### src/sv/hsv2rgb_pkg.sv
// Package: pixel types, conversion constants and sector codes for the HSV to RGB core.
package hsv2rgb_pkg;

    localparam int unsigned HueWidth   = 9;
    localparam int unsigned SatWidth   = 9;
    localparam int unsigned ChanWidth  = 8;

    localparam int unsigned HueWrap    = 360;
    localparam int unsigned SectorDeg  = 60;
    localparam int unsigned SatOne     = 256;
    localparam int unsigned QtOne      = 15360;

    // floor(x / 15) == (x * 2185) >> 15 for every x below 4681
    localparam int unsigned RecipQt    = 2185;
    localparam int unsigned RecipShift = 15;
    localparam int unsigned QtPreShift = 10;

    typedef enum logic [2:0] {
        SEC_0 = 3'd0,
        SEC_1 = 3'd1,
        SEC_2 = 3'd2,
        SEC_3 = 3'd3,
        SEC_4 = 3'd4,
        SEC_5 = 3'd5
    } t_sector;

    typedef struct packed {
        logic [HueWidth-1:0]  hue_degrees;
        logic [SatWidth-1:0]  saturation;
        logic [ChanWidth-1:0] brightness;
    } t_hsv_word;

    typedef struct packed {
        logic [ChanWidth-1:0] red;
        logic [ChanWidth-1:0] green;
        logic [ChanWidth-1:0] blue;
    } t_rgb_word;

endpackage

### src/sv/hsv2rgb_if.sv
// Interfaces: valid/ready streams for HSV input words and RGB output words.
interface hsv2rgb_hsv_if;
    import hsv2rgb_pkg::*;

    logic      valid;
    logic      ready;
    t_hsv_word data;

    modport source (output valid, output data, input ready);
    modport sink   (input valid, input data, output ready);
endinterface

interface hsv2rgb_rgb_if;
    import hsv2rgb_pkg::*;

    logic      valid;
    logic      ready;
    t_rgb_word data;

    modport source (output valid, output data, input ready);
    modport sink   (input valid, input data, output ready);
endinterface

### src/sv/hsv_to_rgb_converter_core.sv
// Top level: four-stage pipelined HSV to RGB pixel converter.
//
// Usage:
//   i_pix carries one HSV word (hue in degrees, saturation with 256 = 1.0,
//   brightness) per valid/ready handshake; o_pix returns one RGB word for
//   each accepted input word, in order.
//   Pipeline: stage 1 wraps the hue and finds sector and remainder,
//   stage 2 forms the three level factors, stage 3 multiplies them by the
//   brightness, stage 4 scales, clamps and routes the channels into the
//   output register.
//   Throughput: one word per cycle while o_pix.ready is high; the brightness
//   multiply is done in stage 3 and the reciprocal multiply in stage 4.
//   Each stage has its own ready, so bubbles are squeezed out and new words
//   are taken while a finished word waits at the output.
//   Reset (i_rst_n low, synchronous) empties the pipeline; no word is lost
//   or repeated when o_pix.ready is held low, the stages simply hold.
module hsv_to_rgb_converter_core (
    input  logic                 i_clk,
    input  logic                 i_rst_n,
    hsv2rgb_hsv_if.sink          i_pix,
    hsv2rgb_rgb_if.source        o_pix
);
    import hsv2rgb_pkg::*;

    localparam int unsigned RemWidth  = 6;
    localparam int unsigned DpWidth   = 10;
    localparam int unsigned DqWidth   = 16;
    localparam int unsigned NpWidth   = DpWidth + ChanWidth + 1;
    localparam int unsigned NqWidth   = DqWidth + ChanWidth + 1;
    localparam int unsigned QxWidth   = 12;
    localparam int unsigned QyWidth   = 2 * QxWidth;

    // stage handshake
    logic s1_ready, s2_ready, s3_ready, s4_ready;

    // stage 1
    logic                  r_s1_valid;
    t_sector               r_s1_sector, n_s1_sector;
    logic [RemWidth-1:0]   r_s1_rem,    n_s1_rem;
    logic [SatWidth-1:0]   r_s1_sat;
    logic [ChanWidth-1:0]  r_s1_val;
    logic                  r_s1_grey;
    logic [HueWidth-1:0]   hue_wrap;
    logic [HueWidth-1:0]   sector_base;

    // stage 2
    logic                        r_s2_valid;
    t_sector                     r_s2_sector;
    logic [ChanWidth-1:0]        r_s2_val;
    logic                        r_s2_grey;
    logic signed [DpWidth-1:0]   r_s2_dp, n_s2_dp;
    logic signed [DqWidth-1:0]   r_s2_dq, n_s2_dq;
    logic signed [DqWidth-1:0]   r_s2_dt, n_s2_dt;
    logic [DqWidth-2:0]          kq, kt;

    // stage 3
    logic                        r_s3_valid;
    t_sector                     r_s3_sector;
    logic [ChanWidth-1:0]        r_s3_val;
    logic                        r_s3_grey;
    logic signed [NpWidth-1:0]   r_s3_np, n_s3_np;
    logic signed [NqWidth-1:0]   r_s3_nq, n_s3_nq;
    logic signed [NqWidth-1:0]   r_s3_nt, n_s3_nt;
    logic signed [ChanWidth:0]   val_sx;

    // stage 4
    logic                  r_s4_valid;
    t_rgb_word             r_s4_pix, n_s4_pix;
    logic [ChanWidth-1:0]  lvl_p, lvl_q, lvl_t;
    logic [QxWidth-1:0]    qx, tx;
    logic [QyWidth-1:0]    qy, ty;

    assign s4_ready    = !r_s4_valid || o_pix.ready;
    assign s3_ready    = !r_s3_valid || s4_ready;
    assign s2_ready    = !r_s2_valid || s3_ready;
    assign s1_ready    = !r_s1_valid || s2_ready;
    assign i_pix.ready = s1_ready;

    assign o_pix.valid = r_s4_valid;
    assign o_pix.data  = r_s4_pix;

    // ---------------- stage 1: hue wrap, sector, remainder
    always_comb begin
        hue_wrap = (i_pix.data.hue_degrees >= HueWidth'(HueWrap)) ?
                   '0 : i_pix.data.hue_degrees;
        priority if (hue_wrap >= HueWidth'(5 * SectorDeg)) begin
            n_s1_sector = SEC_5;
            sector_base = HueWidth'(5 * SectorDeg);
        end else if (hue_wrap >= HueWidth'(4 * SectorDeg)) begin
            n_s1_sector = SEC_4;
            sector_base = HueWidth'(4 * SectorDeg);
        end else if (hue_wrap >= HueWidth'(3 * SectorDeg)) begin
            n_s1_sector = SEC_3;
            sector_base = HueWidth'(3 * SectorDeg);
        end else if (hue_wrap >= HueWidth'(2 * SectorDeg)) begin
            n_s1_sector = SEC_2;
            sector_base = HueWidth'(2 * SectorDeg);
        end else if (hue_wrap >= HueWidth'(SectorDeg)) begin
            n_s1_sector = SEC_1;
            sector_base = HueWidth'(SectorDeg);
        end else begin
            n_s1_sector = SEC_0;
            sector_base = '0;
        end
        n_s1_rem = RemWidth'(hue_wrap - sector_base);
    end

    always_ff @(posedge i_clk) begin
        if (!i_rst_n) begin
            r_s1_valid <= 1'b0;
        end else if (s1_ready) begin
            r_s1_valid <= i_pix.valid;
        end
    end

    always_ff @(posedge i_clk) begin
        if (s1_ready && i_pix.valid) begin
            r_s1_sector <= n_s1_sector;
            r_s1_rem    <= n_s1_rem;
            r_s1_sat    <= i_pix.data.saturation;
            r_s1_val    <= i_pix.data.brightness;
            r_s1_grey   <= (i_pix.data.saturation == '0);
        end
    end

    // ---------------- stage 2: level factors (one - k)
    always_comb begin
        kq = (DqWidth-1)'(r_s1_sat) * (DqWidth-1)'(r_s1_rem);
        kt = (DqWidth-1)'(r_s1_sat) * (DqWidth-1)'(RemWidth'(SectorDeg) - r_s1_rem);
        n_s2_dp = DpWidth'(SatOne) - $signed({1'b0, r_s1_sat});
        n_s2_dq = DqWidth'(QtOne) - $signed({1'b0, kq});
        n_s2_dt = DqWidth'(QtOne) - $signed({1'b0, kt});
    end

    always_ff @(posedge i_clk) begin
        if (!i_rst_n) begin
            r_s2_valid <= 1'b0;
        end else if (s2_ready) begin
            r_s2_valid <= r_s1_valid;
        end
    end

    always_ff @(posedge i_clk) begin
        if (s2_ready && r_s1_valid) begin
            r_s2_sector <= r_s1_sector;
            r_s2_val    <= r_s1_val;
            r_s2_grey   <= r_s1_grey;
            r_s2_dp     <= n_s2_dp;
            r_s2_dq     <= n_s2_dq;
            r_s2_dt     <= n_s2_dt;
        end
    end

    // ---------------- stage 3: numerators v * (one - k)
    always_comb begin
        val_sx  = $signed({1'b0, r_s2_val});
        n_s3_np = NpWidth'(val_sx) * NpWidth'(r_s2_dp);
        n_s3_nq = NqWidth'(val_sx) * NqWidth'(r_s2_dq);
        n_s3_nt = NqWidth'(val_sx) * NqWidth'(r_s2_dt);
    end

    always_ff @(posedge i_clk) begin
        if (!i_rst_n) begin
            r_s3_valid <= 1'b0;
        end else if (s3_ready) begin
            r_s3_valid <= r_s2_valid;
        end
    end

    always_ff @(posedge i_clk) begin
        if (s3_ready && r_s2_valid) begin
            r_s3_sector <= r_s2_sector;
            r_s3_val    <= r_s2_val;
            r_s3_grey   <= r_s2_grey;
            r_s3_np     <= n_s3_np;
            r_s3_nq     <= n_s3_nq;
            r_s3_nt     <= n_s3_nt;
        end
    end

    // ---------------- stage 4: scale, clamp, sector routing
    always_comb begin
        // num / 15360 = (num >> 10) / 15, the latter by reciprocal
        qx = r_s3_nq[QtPreShift +: QxWidth];
        tx = r_s3_nt[QtPreShift +: QxWidth];
        qy = QyWidth'(qx) * QyWidth'(RecipQt);
        ty = QyWidth'(tx) * QyWidth'(RecipQt);

        lvl_p = (r_s3_np <= 0) ? '0 : r_s3_np[ChanWidth +: ChanWidth];
        lvl_q = (r_s3_nq <= 0) ? '0 : qy[RecipShift +: ChanWidth];
        lvl_t = (r_s3_nt <= 0) ? '0 : ty[RecipShift +: ChanWidth];

        if (r_s3_grey) begin
            n_s4_pix = '{red: r_s3_val, green: r_s3_val, blue: r_s3_val};
        end else begin
            unique case (r_s3_sector)
                SEC_0:   n_s4_pix = '{red: r_s3_val, green: lvl_t,    blue: lvl_p};
                SEC_1:   n_s4_pix = '{red: lvl_q,    green: r_s3_val, blue: lvl_p};
                SEC_2:   n_s4_pix = '{red: lvl_p,    green: r_s3_val, blue: lvl_t};
                SEC_3:   n_s4_pix = '{red: lvl_p,    green: lvl_q,    blue: r_s3_val};
                SEC_4:   n_s4_pix = '{red: lvl_t,    green: lvl_p,    blue: r_s3_val};
                SEC_5:   n_s4_pix = '{red: r_s3_val, green: lvl_p,    blue: lvl_q};
                default: n_s4_pix = '{red: r_s3_val, green: lvl_p,    blue: lvl_q};
            endcase
        end
    end

    always_ff @(posedge i_clk) begin
        if (!i_rst_n) begin
            r_s4_valid <= 1'b0;
        end else if (s4_ready) begin
            r_s4_valid <= r_s3_valid;
        end
    end

    always_ff @(posedge i_clk) begin
        if (s4_ready && r_s3_valid) begin
            r_s4_pix <= n_s4_pix;
        end
    end

    // ---------------- checks
    a_rem_range: assert property (@(posedge i_clk) disable iff (!i_rst_n)
        r_s1_valid |-> (r_s1_rem < RemWidth'(SectorDeg)))
        else $error("sector remainder out of range");

    a_s1_hold: assert property (@(posedge i_clk) disable iff (!i_rst_n)
        (r_s1_valid && !s2_ready) |=> (r_s1_valid && $stable(r_s1_rem)))
        else $error("stage 1 word dropped under stall");

    a_s3_hold: assert property (@(posedge i_clk) disable iff (!i_rst_n)
        (r_s3_valid && !s4_ready) |=> (r_s3_valid && $stable(r_s3_nq)))
        else $error("stage 3 word dropped under stall");

    a_q_bound: assert property (@(posedge i_clk) disable iff (!i_rst_n)
        (r_s3_valid && !r_s3_grey) |-> (lvl_q <= r_s3_val && lvl_p <= r_s3_val))
        else $error("derived level exceeds brightness");

endmodule

### src/flat_wrapper.sv
// flat-port wrapper written by rule: the top's interface ports become plain ports
module hsv_to_rgb_converter_core_flat import hsv2rgb_pkg::*;
  (i_clk, i_rst_n, i_pix_valid, i_pix_data, i_pix_ready, o_pix_valid, o_pix_data, o_pix_ready);
  hsv2rgb_hsv_if i_pix_i ();
  hsv2rgb_rgb_if o_pix_i ();
  input  logic i_clk;
  input  logic i_rst_n;
  input wire logic [$bits(i_pix_i.valid)-1:0] i_pix_valid;
  input wire logic [$bits(i_pix_i.data)-1:0] i_pix_data;
  output wire logic [$bits(i_pix_i.ready)-1:0] i_pix_ready;
  output wire logic [$bits(o_pix_i.valid)-1:0] o_pix_valid;
  output wire logic [$bits(o_pix_i.data)-1:0] o_pix_data;
  input wire logic [$bits(o_pix_i.ready)-1:0] o_pix_ready;
  assign i_pix_i.valid = i_pix_valid;
  assign i_pix_i.data = i_pix_data;
  assign i_pix_ready = i_pix_i.ready;
  assign o_pix_valid = o_pix_i.valid;
  assign o_pix_data = o_pix_i.data;
  assign o_pix_i.ready = o_pix_ready;
  hsv_to_rgb_converter_core u_core (.i_clk(i_clk), .i_rst_n(i_rst_n), .i_pix(i_pix_i), .o_pix(o_pix_i));
endmodule
### config.mk
export PLATFORM = sky130hd
export DESIGN_NAME = hsv_to_rgb_converter_core_flat
export DESIGN_NICKNAME = d
export VERILOG_FILES = /design/src/sv/hsv2rgb_pkg.sv /design/src/sv/hsv2rgb_if.sv /design/src/sv/hsv_to_rgb_converter_core.sv /design/src/flat_wrapper.sv
export SDC_FILE = /design/constraint.sdc
export NUM_CORES = 1
export LEC_CHECK = 0
export BUFFER_PORTS_ARGS = -buffer_cell sky130_fd_sc_hd__buf_2
export CORE_MARGIN = 8
export CORE_UTILIZATION = 36
export CTS_CLUSTER_SIZE = 20
export DETAILED_ROUTE_END_ITERATION = 8
export GPL_ROUTABILITY_DRIVEN = 0
export PLACE_DENSITY = 0.56
export SLEW_MARGIN = 20
export SYNTH_ARGS = -nofsm -noshare
export SYNTH_HDL_FRONTEND = slang
export SYNTH_SLANG_ARGS = --single-unit
### constraint.sdc
create_clock -name i_clk -period 7.9 [get_ports i_clk]
set_clock_uncertainty 0.05 [all_clocks]
set_input_delay 0.395 -clock i_clk [delete_from_list [all_inputs] [get_ports i_clk]]
set_output_delay 0.395 -clock i_clk [all_outputs]
set_load 0.02 [all_outputs]
==> results_dict.tcl, run 1 <==
set metrics [dict create \
    slew_headroom_pct 28.8 \
    layout-drive-gt1-share_pct 4.62 \
    grt_pass1_wl_mm 98.4 \
    whs_ns 0.0439 \
    yosys_warnings 0 \
    worstSetupPathType "reg2reg" \
    top_layer "met4" \
    cts_root_buf "clkbuf_16" \
    tightestPinTransition_ns 1.06 \
    fin_crit_ns 6.03 \
    cts.sinks 188 \
    outcome "finished, final reports clean" \
    hold_viol 0 \
    wirelength_mm 58.2 \
    vias 18500 \
    synth_top_flop_cell "edfxtp_1" \
    yosysSeqAreaShare_pct 21.1 \
    ys_top_cells_by_area "fa_1 (28%), edfxtp_1 (21%), ha_1 (15%)" \
    clockBufferDepth 2 \
    worstSkewPairLatency_ns 0.49 \
    ys_ff_latch 188 \
    arrival_ns 6.20 \
    die-area_mm2 0.0829 \
    numPortBuffers 55 \
    boundaryPins 56 \
    crit_fanout 12 \
    antenna_found_initial 2 \
    synth_area_mm2 0.0266 \
    synthesis.nets 3449 \
    netlist-cell-type-count 71 \
    row_count 99 \
    fin_crit_sh_pct 76.3 \
    post_cts_resized 0 \
    syn_inst 2729 \
    cts-buffers-inserted 17 \
    grt_overflow 0 \
    antenna_cells 0 \
    rsz0062_at_grt "false" \
    hold_path.class "in2reg" \
    crit_required_ns 8.07 \
    drt-initial-drc-count 1263 \
    met3_length_mm 2.59 \
    route.detailed.drc 0 \
    yosys.cell_count.top_type "inv_1" \
    drt-pass1-iter-count 9 \
    final_nets 3480 \
    syn_avg_cell_area_um2 9.75 \
    synth_top_cell_by_area "fa_1" \
    yosys.area.top_type_share_pct 27.5 \
    fp.dieH_um 288 \
    start_util_pct 36.4 \
    dp_hpwl_mm 48.0 \
    cp-end-kind "flip-flop" \
    syn2layout_area_growth_pct 7.86 \
    fp.dieW_um 288 \
    setup_viol 0 \
    synth_edf_count 184 \
    m1WireLength_mm 27.5 \
    dr_wl_met2_mm 26.9 \
    avgRoutedWirePerCell_um 15.6 \
    final_antenna_net_count 0 \
    grt_max_degree 64 \
    tritoncts "built" \
    vias_per_cell 4.95 \
    maxSlewViolCount 0 \
    htreeDepth 4 \
    grt_pass1_vias 19900 \
    finalSetupTns_ns 0 \
    cp-start-kind "flip-flop" \
    async_reset_ff_share_pct 0 \
    core_area_mm2 0.0731 \
    maxCapViolations 0 \
    clk_pin_slew_ns 0.08 \
    grt_use_total_pct 14.5 \
    fmax_ghz 0.166 \
    yosys-top-cells-count "inv_1 (581), fa_1 (366), ha_1 (324)" \
]
[layout make-up]
type | instances | area (um^2)
Fill cell | 7227 | 44400
Multi-Input combinational cell | 1893 | 18600
Sequential cell | 188 | 5610
Inverter | 581 | 2180
Tap cell | 959 | 1200
Timing Repair Buffer | 79 | 480
Clock buffer | 17 | 425
Clock inverter | 15 | 200
[flip-flops by register name (all words and copies together), names as in the netlist, 9 cells and up]
name	count
u_core.r_s3_np	19
u_core.r_s2_dp	10
u_core.r_s2_dt	16
u_core.o_pix.data	24
u_core.r_s1_sat	9
u_core.r_s3_nq	24
u_core.r_s3_nt	25
u_core.r_s2_dq	15
[layer usage]
layer	GRT usage (%)	up-vias
met5	0	-
met4	4.44	0
met3	1.96	75
met2	24.3	437
met1	19.4	9152
li1	-	8814
[placed cells by master, fill, tap and decap left out, drive strengths merged, types with 57 or more instances in the layout]
cell type  count
a21oi         74
and2         283
buf           69
edfxtp       184
fa           366
ha           324
inv          590
nand2        244
nor2          71
o21ai         57
xnor2         94
[cells by family after synthesis]
logic type	synth area share, %
compound gates	7.66
flops	21.1
fa+ha+maj	42.8
xor+xnor	4.18
mux	0.0752
buf+inv	9.14
simple gates	15.1
[through the flow]
step / cell area (um^2) / setup slack (ns) / utilization (%) / cells
after floorplan: 26600 / 2.16 / - / 2729
after global placement: 28000 / 2.06 / 38.3 / 3690
after detailed placement: 28000 / 1.89 / 38.3 / 3690
after CTS: 28700 / 1.85 / 39.3 / 3732
after global routing: 28700 / 1.43 / 39.3 / 3732
final: 28700 / 1.87 / 39.3 / 3732
[critical path: stages, from the launching register on]
cell and delay [ns]:
edfxtp_1 0.56, inv_1 0.08, ha_1 0.23, nor2_1 0.17, and3_1 0.35, nand2_1 0.20, fa_1 0.69, fa_1 0.55
inv_1 0.06, fa_1 0.53, inv_1 0.05, fa_1 0.48, inv_1 0.04, ha_1 0.29, or2_2 0.32, o31a_1 0.12
nand2_1 0.09, xnor2_1 0.17, nor4b_1 0.42, nand3_1 0.15, xnor2_1 0.15
[what timing repair did]
action	CTS	global route
setup endpoints to repair	0	0
hold buffers	10	0
hold endpoints to repair	10	0
setup buffers	0	0
[final timing paths]
check	startpoint	end	slack, ns	cells past startpoint
min reg2reg	u_core.r_s1_val[6]$_DFFE_PP_	u_core.r_s2_val[6]$_DFFE_PP_	0.37	0
min	i_pix_data[16]	u_core.r_s1_sat[8]$_DFFE_PP_	0.04	1
max	u_core.r_s1_rem[0]$_DFFE_PP_	u_core.r_s2_dt[14]$_DFFE_PP_	1.87	20
max reg2reg	u_core.r_s1_rem[0]$_DFFE_PP_	u_core.r_s2_dt[14]$_DFFE_PP_	1.87	20
Power of run 1 is left out: the tool's default activity adds up to more than one toggle a clock period on the data nets, which glitch-free logic cannot reach.
==> inputs of run 2 (changes only) <==
- PLACE_DENSITY: 0.56 -> 0.57
- clock period: 7.9 -> 5.1 ns (I/O delays scaled with it)
==> run 2 against run 1 <==
Critical path type unchanged. Core utilization rose by 3.2 points. Sequential cell count did not move. Sequential share of layout area fell by 1.5 points. Worst setup slack got worse by 1.9 ns.
==> results_dict.tcl, run 2 (same netlist as run 1, synthesis figures left out) <==
set metrics [dict create \
    core_area_mm2 0.0731 \
    finalSetupTns_ns 0 \
    syn2layout_area_growth_pct 16.5 \
    vias_per_cell 4.79 \
    endpoint "u_core.r_s2_dt[14]$_DFFE_PP_" \
    die-area_mm2 0.0829 \
    reg2reg_slack_ns 0.0007 \
    cts.sinks 188 \
    rsz0062_at_grt "true" \
    fin_crit_sh_pct 100 \
    setup_viol 0 \
    hold_viol 0 \
    clockBufferDepth 2 \
    fin_crit_ns 5.10 \
    clk_pin_slew_ns 0.07 \
    largest_register "u_core.r_s3_nt" \
    layout-drive-gt1-share_pct 13.8 \
    final_nets 3655 \
    worstRegToRegCells 23 \
    arrival_ns 5.27 \
    cts_root_buf "clkbuf_16" \
    antenna_found_initial 1 \
    start_util_pct 36.4 \
    crit_start "u_core.r_s1_rem[0]$_DFFE_PP_" \
    grt_use_total_pct 14.2 \
    cts-buffers-inserted 17 \
    tritoncts "built" \
    htreeDepth 4 \
    r2r-end "u_core.r_s2_dt[14]$_DFFE_PP_" \
    hold_path.class "in2reg" \
    drt-initial-drc-count 1101 \
    mostFrequentLayoutCells "inv_1 (573), fa_1 (352), ha_1 (298)" \
    maxSlewViolCount 0 \
    hp-start "i_pix_data[18]" \
    avgRoutedWirePerCell_um 15.3 \
    fillerInstances 7150 \
    fp.dieH_um 288 \
    grt_max_degree 54 \
    wirelength_mm 59.6 \
    crit_required_ns 5.28 \
    outcome "finished, final reports clean" \
    antenna_cells 0 \
    r2r_start "u_core.r_s1_rem[0]$_DFFE_PP_" \
    drt-pass1-iter-count 7 \
    grt_overflow 0 \
    maxCapViolations 0 \
    largest_register_ff_count 25 \
    cp-start-kind "flip-flop" \
    fp.dieW_um 288 \
    boundaryPins 56 \
    worstSkewPairLatency_ns 0.49 \
    grt_pass1_wl_mm 96.1 \
    slew_headroom_pct 30.4 \
    final_common_cell "inv_1" \
    crit_fanout 4 \
    tightestPinTransition_ns 1.04 \
    dp_hpwl_mm 47.3 \
    worstSetupPathType "reg2reg" \
    numPortBuffers 55 \
    fmax_ghz 0.196 \
    vias 18700 \
    row_count 99 \
    final_antenna_net_count 0 \
    cp-end-kind "flip-flop" \
    grt_pass1_vias 19100 \
    route.detailed.drc 0 \
]
[run 2: how the worst min path moves through the flow]
stage               cells past startpoint  slack (ns)                      endpoint
floorplan                               0        0.30  u_core.r_s1_sat[0]$_DFFE_PP_
global placement                        0        0.35  u_core.r_s2_val[3]$_DFFE_PP_
detailed placement                      0        0.36  u_core.r_s2_val[3]$_DFFE_PP_
CTS                                     2     0.00002  u_core.r_s1_rem[1]$_DFFE_PP_
global route                            2        0.02  u_core.r_s1_rem[1]$_DFFE_PP_
finish                                  2        0.04  u_core.r_s1_rem[1]$_DFFE_PP_
[run 2: area by class of cell]
type	instances	area (um^2)	share of cell area (%)
sequential	188	5610	18.1
timing repair buffer	254	2110	6.82
inverter	581	2180	7.04
multi-input combinational	1893	19300	62.3
tap	959	1200	3.87
clock buffer	17	425	1.37
clock inverter	15	154	0.496
[run 2: per-stage QoR]
stage | utilization, % | hold slack, ns | area [um^2] | setup slack (ns) | std cells
2_1_floorplan | - | 0.304 | 26700 | -0.0502 | 2729
3_3_place_gp | 39.8 | 0.355 | 29100 | -0.138 | 3814
3_5_place_dp | 39.8 | 0.355 | 29100 | -0.164 | 3814
4_1_cts | 41.0 | 0.0000223 | 30000 | -0.0243 | 3869
5_1_grt | 42.4 | 0.0166 | 31000 | -0.235 | 3907
6_report | 42.4 | 0.0364 | 31000 | 0.000652 | 3907
[run 2: worst max-delay path: stages, from the launching register on]
cell,delay (ns)
edfxtp_1,0.45
inv_2,0.11
ha_4,0.15
nor2_4,0.04
xnor2_2,0.14
buf_4,0.16
and2_4,0.16
fa_1,0.49
inv_1,0.05
fa_1,0.47
inv_1,0.05
fa_1,0.48
inv_2,0.04
fa_1,0.54
inv_2,0.05
ha_4,0.27
nand2_2,0.06
o211ai_1,0.18
xor2_1,0.20
buf_4,0.15
nor4_4,0.05
nor4b_4,0.26
nand3_1,0.13
xnor2_1,0.14
[run 2: routing by layer]
layer / GRT usage [%] / wire [um]
met3: 2.03 / 2300
met1: 19.7 / 28500
met2: 23.0 / 27300
met5: 0 / 0
met4: 4.26 / 1480
[run 2: timing repair]
item / 4_1_cts / 5_1_grt
gates resized for setup: 23 / 109
hold endpoints to repair: 22 / 0
endpoints found under the setup margin: 6 / 24
hold buffers: 20 / 0
pin swaps: 19 / 88
buffers inserted: 6 / 33
gates cloned: 0 / 7
Power of run 2 is left out for the same reason.
